**config.mk**
```make
export PLATFORM = sky130hd
export DESIGN_NAME = message_header_deframer_core
export DESIGN_NICKNAME = d
export VERILOG_FILES = /design/src/hdl/mhd_pkg.sv /design/src/hdl/message_header_deframer_core.sv /design/src/hdl/mhd_front.sv /design/src/hdl/mhd_queue.sv
export SDC_FILE = /design/constraint.sdc
export NUM_CORES = 1
export LEC_CHECK = 0
export ABC_AREA = 1
export BUFFER_PORTS_ARGS = -buffer_cell sky130_fd_sc_hd__buf_2
export CAP_MARGIN = 20
export CORE_MARGIN = 2
export CORE_UTILIZATION = 50
export CTS_BUF_LIST = sky130_fd_sc_hd__clkbuf_8
export CTS_CLUSTER_DIAMETER = 80
export DETAILED_ROUTE_END_ITERATION = 10
export PLACE_DENSITY = 0.77
export SYNTH_ARGS = -nofsm -noshare
export SYNTH_HDL_FRONTEND = slang
export SYNTH_HIERARCHICAL = 1
export SYNTH_SLANG_ARGS = --single-unit
```
**constraint.sdc**
```tcl
create_clock -name clk -period 12.48 [get_ports clk]
set_clock_uncertainty 0.05 [all_clocks]
set_input_delay 1.248 -clock clk [delete_from_list [all_inputs] [get_ports clk]]
set_output_delay 1.248 -clock clk [all_outputs]
set_load 0.01 [all_outputs]
```
**src/hdl/mhd_pkg.sv**
```systemverilog
// shared types and constants for the message header deframer
package mhd_pkg;

    localparam logic [7:0]  HDR_LEN = 8'd21;
    localparam logic [15:0] PAD_POS = 16'd20;

    typedef enum logic [1:0] {
        PH_HEADER = 2'd0,
        PH_SKIP   = 2'd1,
        PH_BODY   = 2'd2,
        PH_DROP   = 2'd3
    } phase_t;

    typedef enum logic [1:0] {
        KIND_HEADER = 2'd0,
        KIND_BODY   = 2'd1,
        KIND_ERROR  = 2'd2
    } kind_t;

    typedef struct packed {
        kind_t       kind;
        logic [7:0]  version;
        logic [31:0] user_id;
        logic [31:0] command;
        logic [15:0] sequence_res;
        logic [7:0]  format_byte;
        logic [7:0]  compress_flag;
        logic [15:0] peer_type;
        logic [15:0] peer_version;
        logic [15:0] body_length;
        logic [7:0]  body_byte;
        logic        last;
    } res_t;

endpackage

```
**src/hdl/message_header_deframer_core.sv**
```systemverilog
// top level of the message header deframer: parser front end and result queue
//
//  channel   direction  handshake            payload
//  input     in         push / full          data_byte
//  result    out        empty / pop          kind .. last (12 fields)
//
// one byte is taken per clock while the result queue is not full; the parser
// classifies it in the same cycle and a header, body or error result goes
// straight into the result queue, whose head drives the result ports
// full follows the result queue only: bytes that give no result still wait while
// the queue is full, so a stalled reader stops the stream after QUEUE_DEPTH results
// reset (rst_n low, asynchronous) empties the queue and returns to the header phase
module message_header_deframer_core
#(
    parameter int QUEUE_DEPTH = 4
)
(
    input  logic        clk,
    input  logic        rst_n,
    input  logic        push,
    output logic        full,
    input  logic [7:0]  data_byte,
    output logic        empty,
    input  logic        pop,
    output logic [1:0]  kind,
    output logic [7:0]  version,
    output logic [31:0] user_id,
    output logic [31:0] command,
    output logic [15:0] sequence_res,
    output logic [7:0]  format_byte,
    output logic [7:0]  compress_flag,
    output logic [15:0] peer_type,
    output logic [15:0] peer_version,
    output logic [15:0] body_length,
    output logic [7:0]  body_byte,
    output logic        last
);
    import mhd_pkg::*;

    logic accept;     // input transfer this cycle
    logic res_valid;  // parser produced a result
    res_t res;
    res_t head;       // oldest queued result

    assign accept = push && !full;

    mhd_front u_front
    (
        .clk       (clk),
        .rst_n     (rst_n),
        .accept    (accept),
        .data_byte (data_byte),
        .res_valid (res_valid),
        .res       (res)
    );

    // results queue up here; the reader pops at its own pace
    mhd_queue #(
        .DEPTH (QUEUE_DEPTH)
    ) u_queue (
        .clk     (clk),
        .rst_n   (rst_n),
        .push    (res_valid),
        .wr_data (res),
        .full    (full),
        .pop     (pop),
        .empty   (empty),
        .rd_data (head)
    );

    // result fields straight from the queue head
    assign kind           = head.kind;
    assign version        = head.version;
    assign user_id        = head.user_id;
    assign command        = head.command;
    assign sequence_res   = head.sequence_res;
    assign format_byte    = head.format_byte;
    assign compress_flag  = head.compress_flag;
    assign peer_type      = head.peer_type;
    assign peer_version   = head.peer_version;
    assign body_length    = head.body_length;
    assign body_byte      = head.body_byte;
    assign last           = head.last;

endmodule

```
**src/hdl/mhd_front.sv**
```systemverilog
// front end: byte parser, header field capture and result classification
module mhd_front
(
    input  logic          clk,
    input  logic          rst_n,
    input  logic          accept,
    input  logic [7:0]    data_byte,
    output logic          res_valid,
    output mhd_pkg::res_t res
);
    import mhd_pkg::*;

    phase_t      phase_reg, phase_next;
    logic [15:0] pos_reg, pos_next;
    logic [15:0] len_reg;
    logic [7:0]  off_reg;
    logic [7:0]  version_reg;
    logic [31:0] user_id_reg;
    logic [31:0] command_reg;
    logic [15:0] sequence_reg;
    logic [7:0]  format_reg;
    logic [7:0]  compress_reg;
    logic [15:0] peer_type_reg;
    logic [15:0] peer_version_reg;

    logic [16:0] next_pos;
    logic        pad;
    logic        bad_off;
    logic [15:0] blen;
    logic        at_len;
    logic        end_good;
    logic        end_bad;

    assign next_pos = {1'b0, pos_reg} + 17'd1;
    assign pad      = (pos_reg == PAD_POS);
    assign bad_off  = (off_reg < HDR_LEN) || ({8'd0, off_reg} > len_reg);
    assign blen     = len_reg - {8'd0, off_reg};
    assign at_len   = (next_pos >= {1'b0, len_reg});
    assign end_good = (len_reg == {8'd0, HDR_LEN});
    assign end_bad  = (len_reg <= {8'd0, HDR_LEN});

    // next state
    always_comb
    begin
        phase_next = phase_reg;
        pos_next   = pos_reg;
        if (accept)
        begin
            case (phase_reg)
                PH_HEADER:
                begin
                    pos_next = next_pos[15:0];
                    if (pad)
                    begin
                        if (bad_off)
                        begin
                            if (end_bad)
                            begin
                                pos_next = '0;
                            end
                            else
                            begin
                                phase_next = PH_DROP;
                            end
                        end
                        else if (end_good)
                        begin
                            pos_next = '0;
                        end
                        else if (off_reg == HDR_LEN)
                        begin
                            phase_next = PH_BODY;
                        end
                        else
                        begin
                            phase_next = PH_SKIP;
                        end
                    end
                end
                PH_BODY:
                begin
                    if (at_len)
                    begin
                        phase_next = PH_HEADER;
                        pos_next   = '0;
                    end
                    else
                    begin
                        pos_next = next_pos[15:0];
                    end
                end
                default:
                begin
                    if (at_len)
                    begin
                        phase_next = PH_HEADER;
                        pos_next   = '0;
                    end
                    else
                    begin
                        pos_next = next_pos[15:0];
                        if (phase_reg == PH_SKIP && next_pos >= {9'd0, off_reg})
                        begin
                            phase_next = PH_BODY;
                        end
                    end
                end
            endcase
        end
    end

    // outputs
    always_comb
    begin
        res_valid          = 1'b0;
        res.kind           = KIND_HEADER;
        res.version        = version_reg;
        res.user_id        = user_id_reg;
        res.command        = command_reg;
        res.sequence_res   = sequence_reg;
        res.format_byte    = format_reg;
        res.compress_flag  = compress_reg;
        res.peer_type      = peer_type_reg;
        res.peer_version   = peer_version_reg;
        res.body_length    = blen;
        res.body_byte      = 8'd0;
        res.last           = 1'b0;
        case (phase_reg)
            PH_HEADER:
            begin
                res_valid = accept && pad;
                if (bad_off)
                begin
                    res.kind        = KIND_ERROR;
                    res.body_length = 16'd0;
                    res.last        = 1'b1;
                end
                else
                begin
                    res.last = (blen == 16'd0);
                end
            end
            PH_BODY:
            begin
                res_valid     = accept;
                res.kind      = KIND_BODY;
                res.body_byte = data_byte;
                res.last      = at_len;
            end
            default:
            begin
                res_valid = 1'b0;
            end
        endcase
    end

    always_ff @(posedge clk or negedge rst_n)
    begin
        if (!rst_n)
        begin
            phase_reg <= PH_HEADER;
            pos_reg   <= '0;
        end
        else
        begin
            phase_reg <= phase_next;
            pos_reg   <= pos_next;
        end
    end

    // header field capture, little-endian
    always_ff @(posedge clk or negedge rst_n)
    begin
        if (!rst_n)
        begin
            len_reg          <= '0;
            off_reg          <= '0;
            version_reg      <= '0;
            user_id_reg      <= '0;
            command_reg      <= '0;
            sequence_reg     <= '0;
            format_reg       <= '0;
            compress_reg     <= '0;
            peer_type_reg    <= '0;
            peer_version_reg <= '0;
        end
        else if (accept && phase_reg == PH_HEADER)
        begin
            case (pos_reg[4:0])
                5'd0:  len_reg                 <= {8'd0, data_byte};
                5'd1:  len_reg[15:8]           <= data_byte;
                5'd2:  version_reg             <= data_byte;
                5'd3:  user_id_reg[7:0]        <= data_byte;
                5'd4:  user_id_reg[15:8]       <= data_byte;
                5'd5:  user_id_reg[23:16]      <= data_byte;
                5'd6:  user_id_reg[31:24]      <= data_byte;
                5'd7:  command_reg[7:0]        <= data_byte;
                5'd8:  command_reg[15:8]       <= data_byte;
                5'd9:  command_reg[23:16]      <= data_byte;
                5'd10: command_reg[31:24]      <= data_byte;
                5'd11: sequence_reg            <= {8'd0, data_byte};
                5'd12: sequence_reg[15:8]      <= data_byte;
                5'd13: off_reg                 <= data_byte;
                5'd14: format_reg              <= data_byte;
                5'd15: compress_reg            <= data_byte;
                5'd16: peer_type_reg           <= {8'd0, data_byte};
                5'd17: peer_type_reg[15:8]     <= data_byte;
                5'd18: peer_version_reg        <= {8'd0, data_byte};
                5'd19: peer_version_reg[15:8]  <= data_byte;
                default: ;
            endcase
        end
    end

    a_no_result_inside_header: assert property (@(posedge clk) disable iff (!rst_n)
        (accept && phase_reg == PH_HEADER && !pad) |-> !res_valid)
        else $error("result raised before header pad byte");

    a_no_result_when_skipping: assert property (@(posedge clk) disable iff (!rst_n)
        (phase_reg == PH_SKIP || phase_reg == PH_DROP) |-> !res_valid)
        else $error("result raised while skipping or discarding");

    a_last_body_ends_frame: assert property (@(posedge clk) disable iff (!rst_n)
        (accept && phase_reg == PH_BODY && res.last)
        |=> (phase_reg == PH_HEADER && pos_reg == 16'd0))
        else $error("frame did not restart after last body byte");

endmodule

```
**src/hdl/mhd_queue.sv**
```systemverilog
// back end: result queue that holds finished results until popped
module mhd_queue
#(
    parameter int DEPTH = 4
)
(
    input  logic          clk,
    input  logic          rst_n,
    input  logic          push,
    input  mhd_pkg::res_t wr_data,
    output logic          full,
    input  logic          pop,
    output logic          empty,
    output mhd_pkg::res_t rd_data
);
    import mhd_pkg::*;

    localparam int PW = (DEPTH > 1) ? $clog2(DEPTH) : 1;
    localparam int CW = $clog2(DEPTH + 1);

    res_t          mem [DEPTH];
    logic [PW-1:0] wr_ptr_reg, wr_ptr_next;
    logic [PW-1:0] rd_ptr_reg, rd_ptr_next;
    logic [CW-1:0] count_reg, count_next;
    logic          do_push;
    logic          do_pop;

    assign full    = (count_reg == CW'(DEPTH));
    assign empty   = (count_reg == '0);
    assign do_push = push && !full;
    assign do_pop  = pop && !empty;
    assign rd_data = mem[rd_ptr_reg];

    always_comb
    begin
        wr_ptr_next = wr_ptr_reg;
        rd_ptr_next = rd_ptr_reg;
        count_next  = count_reg;
        if (do_push)
        begin
            wr_ptr_next = (wr_ptr_reg == PW'(DEPTH - 1)) ? '0 : wr_ptr_reg + PW'(1);
        end
        if (do_pop)
        begin
            rd_ptr_next = (rd_ptr_reg == PW'(DEPTH - 1)) ? '0 : rd_ptr_reg + PW'(1);
        end
        if (do_push && !do_pop)
        begin
            count_next = count_reg + CW'(1);
        end
        else if (do_pop && !do_push)
        begin
            count_next = count_reg - CW'(1);
        end
    end

    always_ff @(posedge clk)
    begin
        if (do_push)
        begin
            mem[wr_ptr_reg] <= wr_data;
        end
    end

    always_ff @(posedge clk or negedge rst_n)
    begin
        if (!rst_n)
        begin
            wr_ptr_reg <= '0;
            rd_ptr_reg <= '0;
            count_reg  <= '0;
        end
        else
        begin
            wr_ptr_reg <= wr_ptr_next;
            rd_ptr_reg <= rd_ptr_next;
            count_reg  <= count_next;
        end
    end

    a_count_bound: assert property (@(posedge clk) disable iff (!rst_n)
        count_reg <= CW'(DEPTH))
        else $error("queue count above depth");

    a_count_up: assert property (@(posedge clk) disable iff (!rst_n)
        (do_push && !do_pop) |=> count_reg == $past(count_reg) + CW'(1))
        else $error("queue count did not grow on push");

    a_count_down: assert property (@(posedge clk) disable iff (!rst_n)
        (do_pop && !do_push) |=> count_reg == $past(count_reg) - CW'(1))
        else $error("queue count did not shrink on pop");

endmodule

```
# Word level (Yosys, flattened, before mapping)
# Memory sizes are Yosys's and may differ from the RTL's.
# Index checks and enable logic that the tools add are counted.
# totals
mem_bits_rw	652
mem_count	1
input_bits	12
output_inout_bits	165
ff_bits	185
# classes
n_reduce_logical	44
mux	33
addsub	6
magnitude_cmp	5
eq_ne	31
# mem_list
name	depth	width	read_ports	rd_ports_with_merged_regs	write_ports	line_no	rtl
u_queue.mem	4	163	1	0	1	mhd_queue.sv:21	res_t mem [DEPTH];
# op_table
cell	n
$mux 16	8
$pmux 8 s2	4
$eq 5x4->1 const B	8
$reduce_and 2->1	20
$eq 16x5->1 const B	2
$mux 2	11
$eq 5x3->1 const B	4
$eq 5x5->1 const B	4
$add 16x1->17 const B	1
$ge 17x16->1	1
$ge 17x8->1	1
$gt 8x16->1	1
$le 16x5->1 const B	1
$logic_not 16->1	1
$sub 16x8->16	1
$eq 5x2->1 const B	2
$reduce_bool 2->1	5
$eq 8x5->1 const B	1
$logic_and 1x1->1	8
$lt 8x5->1 const B	1
$mux 8	1
$pmux 2 s2	2
$eq 2x2->1 const B	3
$mux 3	2
other kinds (18)	26

# Longest topological paths before layout
# logic_depth
word_depth	10
depth_mapped	22
ltp_nobuf	21

# Cells and area by module
# The synthesis kept the hierarchy.
# modules_own_cells
module	instances	cells_each	area_per_inst_um2
mhd_queue	1	1962	26651.8
mhd_front	1	1081	8828.5
message_header_deframer_core	1	2	10.0

# Worst setup path before layout
# No wires, ideal clock.
# synth_path
path_type	input to register
startpoint	input port push
endpoint	memory u_queue/mem[0][0] (netlist bit) (enable)
setup_ns	0.689
arrival_ns	8.576
n_path_buf	0
path_stages	6
path_slack_ns	3.165
cell_sequence	inv_1 nor2_2 o21ai_0 nor2_1 nand2_1 nor2_1
# synth_via
elab_chain_len	6
# synth_lines
element	line_no	rtl
from (decl)	message_header_deframer_core.sv:20	input logic push,
$logic_and 1x1->1 (*)	message_header_deframer_core.sv:45	assign accept = push && !full;
via accept	message_header_deframer_core.sv:40	logic accept;
$logic_and 1x1->1	mhd_front.sv:131	res_valid = accept && pad;
$pmux 1 s2 (*)	mhd_front.sv:128	case (phase_reg)
via res_valid	message_header_deframer_core.sv:41	logic res_valid;
$logic_and 1x1->1 (*)	mhd_queue.sv:30	assign do_push = push && !full;
$mux 1 (*)	mhd_queue.sv:59	if (do_push)
$mux 1 (implied by the code) (*)	mhd_queue.sv:61	mem[wr_ptr_reg] <= wr_data;
to (decl)	mhd_queue.sv:21	
# Mark *: on every way through the listed nets, which the timed path passes. The rest lies on a longest branch.

# Final worst setup path
# layout_path
startpoint	register u_queue.rd_ptr_reg[0]
endpoint	output port body_length[6]
# layout_via
elab_chain_len	1
# layout_lines
element	line_no	rtl
from (decl)	mhd_queue.sv:23	logic [PW-1:0] rd_ptr_reg, rd_ptr_next;
from (signal assigned)	mhd_queue.sv:76	rd_ptr_reg <= rd_ptr_next;
$mem_v2 4x163	-	
to (decl)	message_header_deframer_core.sv:34	output logic [15:0] body_length,
# No other way between the ends.

==> run_results.csv <==
group,metric,value,unit
final_layout,syn2layout_area_growth,11.7,%
clock_network,cts_tree,"built",
setup_path,criticalPathCategory,"reg2out",
clock_network,post_cts_buffers,0,
floorplanning,die-area,73100,µm²
logic_synthesis,yosysSeqAreaShare,68.2,%
setup_path,path_max_fanout,99,
global_routing,grt_first_pass_wirelength,120,mm
logic_synthesis,yosysWarnings,6,
sta,clock.fmax,180,MHz
pwr,power_density,240,nW/µm²
clock_network,cts_buffers,130,
sta,rsz0062_at_grt,"false",
worst_hold_path,hp-class,"in2async",
pwr,pwr-share-clk,23.1,%
job,drv_cap,0,
pwr,internal-power,5.95,mW
floorplanning,die_w,270,µm
route,routedWlPerCell,18.3,µm
pwr,p_leak,16.8,nW
route,viasPerCell,5.26,
final_layout,drive_gt1_share,15.8,%
logic_synthesis,yosys_most_used_dff,"edfxtp_1",
floorplanning,ioPinCount,177,
setup_path,crit_required,11.18,ns
clock_network,cts-resized-gates,0,
logic_synthesis,syn_area,35500,µm²
global_routing,first_global_vias,21800,
sta,setup_violations,0,
sta,maxSlewViolCount,0,
run_status,status,"finished, final reports clean",
placement,port_buffers,176,
route,ant_nets,0,
route,dr.pass1.iters,6,
final_layout,final_nets,3295,
logic_synthesis,synth_cell_types,41,
logic_synthesis,async_reset_ff_share,22.1,%
setup_path,cp_data_arrival_time,4.26,ns
sta,maxSlewHeadroom,23.5,%
clock_network,cts_root_buffer,"clkbuf_8",
logic_synthesis,synth-edff-count,652,
floorplanning,core_area,70100,µm²
floorplanning,dieHeight,270,µm
floorplanning,num_rows,97,
placement,dpl.cell_count,4046,
route,drc_errors,0,
global_routing,grtUsageTotal,21.5,%
route,totalWireLength,78.5,mm
floorplanning,initial_core_util,50.6,%
setup_path,cp-end-kind,"output pin",
sta,fin_setup_tns,0,ns
clock_network,clock_latency,0.77,ns
final_layout,layout_commonest_cell,"nand2_1",
global_routing,overflow,0,
pwr,pwr-share-seq,43.0,%
clock_network,clk_pin_slew_worst_paths,0.06,ns
pwr,combinationalPowerShare,33.8,%
global_routing,grt_max_degree,164,
sta,finalCritPeriodShare,44.5,%
sta,fin_crit,5.56,ns
final_layout,largest_reg_flops,652,
clock_network,cts_buffer_depth,3,
logic_synthesis,synth_nets,3101,
pwr,ir_drop,131,µV
pwr,switching_power,3.57,mW
setup_path,cp-start-kind,"register",
clock_network,htreeDepth,4,
route,drt_iter0_drc,1998,
pwr,switching_share,37.5,%
placement,dpl.hpwl,45.0,mm
final_layout,final_cell_mix,"nand2_1, edfxtp_1, inv_1",
final_layout,fillers,5673,
clock_network,ctsHoldBuffers,0,
logic_synthesis,synthCells,3045,
sta,tightest_slew,1.15,ns
placement,gp_congestion,0.896,
global_routing,antenna_found_initial,4,
logic_synthesis,syn-mean-instance-area,11.7,µm²
clock_network,cts_sinks,837,
route,vias,22500,
sta,finalHoldViolCount,0,
final_layout,instances_no_fill,4286,
logic_synthesis,ys_ff_latch,837,
## synthesized netlist by cell type, types with 41 or more instances
| cell | n | area [µm²] |
|---|---|---|
| nand2_1 | 838 | 3150 |
| edfxtp_1 | 652 | 19600 |
| inv_1 | 436 | 1640 |
| o211ai_1 | 226 | 1700 |
| dfrtp_1 | 185 | 4630 |
| o21ai_0 | 151 | 756 |
| o211ai_2 | 100 | 1250 |
| nand3_1 | 93 | 465 |
| buf_2 | 85 | 425 |
| nor2_1 | 78 | 293 |
| ha_1 | 42 | 526 |
| clkbuf_1 | 41 | 154 |
## per-layer routing
| layer | wire (µm) | global-route usage [%] |
|---|---|---|
| met5 | 7 | 0 |
| met4 | 2840 | 9.22 |
| met3 | 5270 | 4.90 |
| met2 | 38500 | 35.7 |
| met1 | 31900 | 27.2 |
## kinds of logic (layout without fill, tap and decap cells)
logic type | Yosys count | in the layout | synth area share, %
AOI/OAI and AO/OA | 511 | 511 | 11.1
xor gates and xnor gates | 13 | 13 | 0.321
adders and majority gates | 44 | 44 | 1.59
buffers and inverters | 583 | 883 | 6.80
DFF | 837 | 837 | 68.2
other | 0 | 1 | 0
and+or+nand+nor | 1057 | 1057 | 12.0
## power groups by stage
stage	clock, mW	sequential (mW)	combinational (mW)
2_1_floorplan	0	4.04	2.28
3_3_place_gp	0	4.12	3.16
3_5_place_dp	0	4.15	3.23
4_1_cts	2.25	4.09	3.24
5_1_grt	2.37	4.16	3.58
6_report	2.21	4.10	3.22
## worst max-delay path, stage by stage, from the launching register on
cell	delay, ns
dfrtp_4	0.88
buf_4	0.79
buf_4	0.95
nand2_1	0.19
o211ai_2	0.11
nand2_1	0.23
buf_2	0.22
## cell type report
cell class                      count  area, µm²  share of cell area, %
Clock inverter                     90        513                   1.29
Clock buffer                      148       2040                   5.14
Multi-Input combinational cell   1625       8900                   22.4
Timing Repair Buffer              204       1140                   2.89
Antenna cell                        1       2.50                0.00631
Sequential cell                   837      24200                   61.1
Inverter                          441       1660                   4.19
Tap cell                          940       1180                   2.97
## metrics by stage
stage | instance area (µm²) | hold slack, ns | power, mW | utilization, % | worst slack (ns)
final | 39700 | 0.417 | 9.53 | 56.5 | 6.92
after global routing | 39700 | 0.430 | 10.1 | 56.5 | 6.63
after CTS | 39600 | 0.395 | 9.59 | 56.5 | 6.81
after detailed placement | 37100 | 0.430 | 7.38 | 52.8 | 6.92
after global placement | 37100 | 0.423 | 7.28 | 52.8 | 6.99
after floorplan | 35500 | 0.403 | 6.32 | - | 3.17
## path summary, 6_finish.rpt
kind                                   startpoint                        to  slack (ns)  depth (start not counted)
min reg2reg                u_front/user_id_reg[2]       u_queue/mem[0][123]        0.44                          0
max reg2reg                    u_front/pos_reg[0]        u_queue/mem[0][63]        7.00                         12
max in group asynchronous                   rst_n   u_front/command_reg[12]       10.47                          2
min                                         rst_n  u_front/peer_type_reg[6]        0.42                          1
min in group clk           u_front/user_id_reg[2]       u_queue/mem[0][123]        0.44                          0
max                         u_queue/rd_ptr_reg[0]            body_length[6]        6.92                          6
Power figures use the tool's default switching activity.
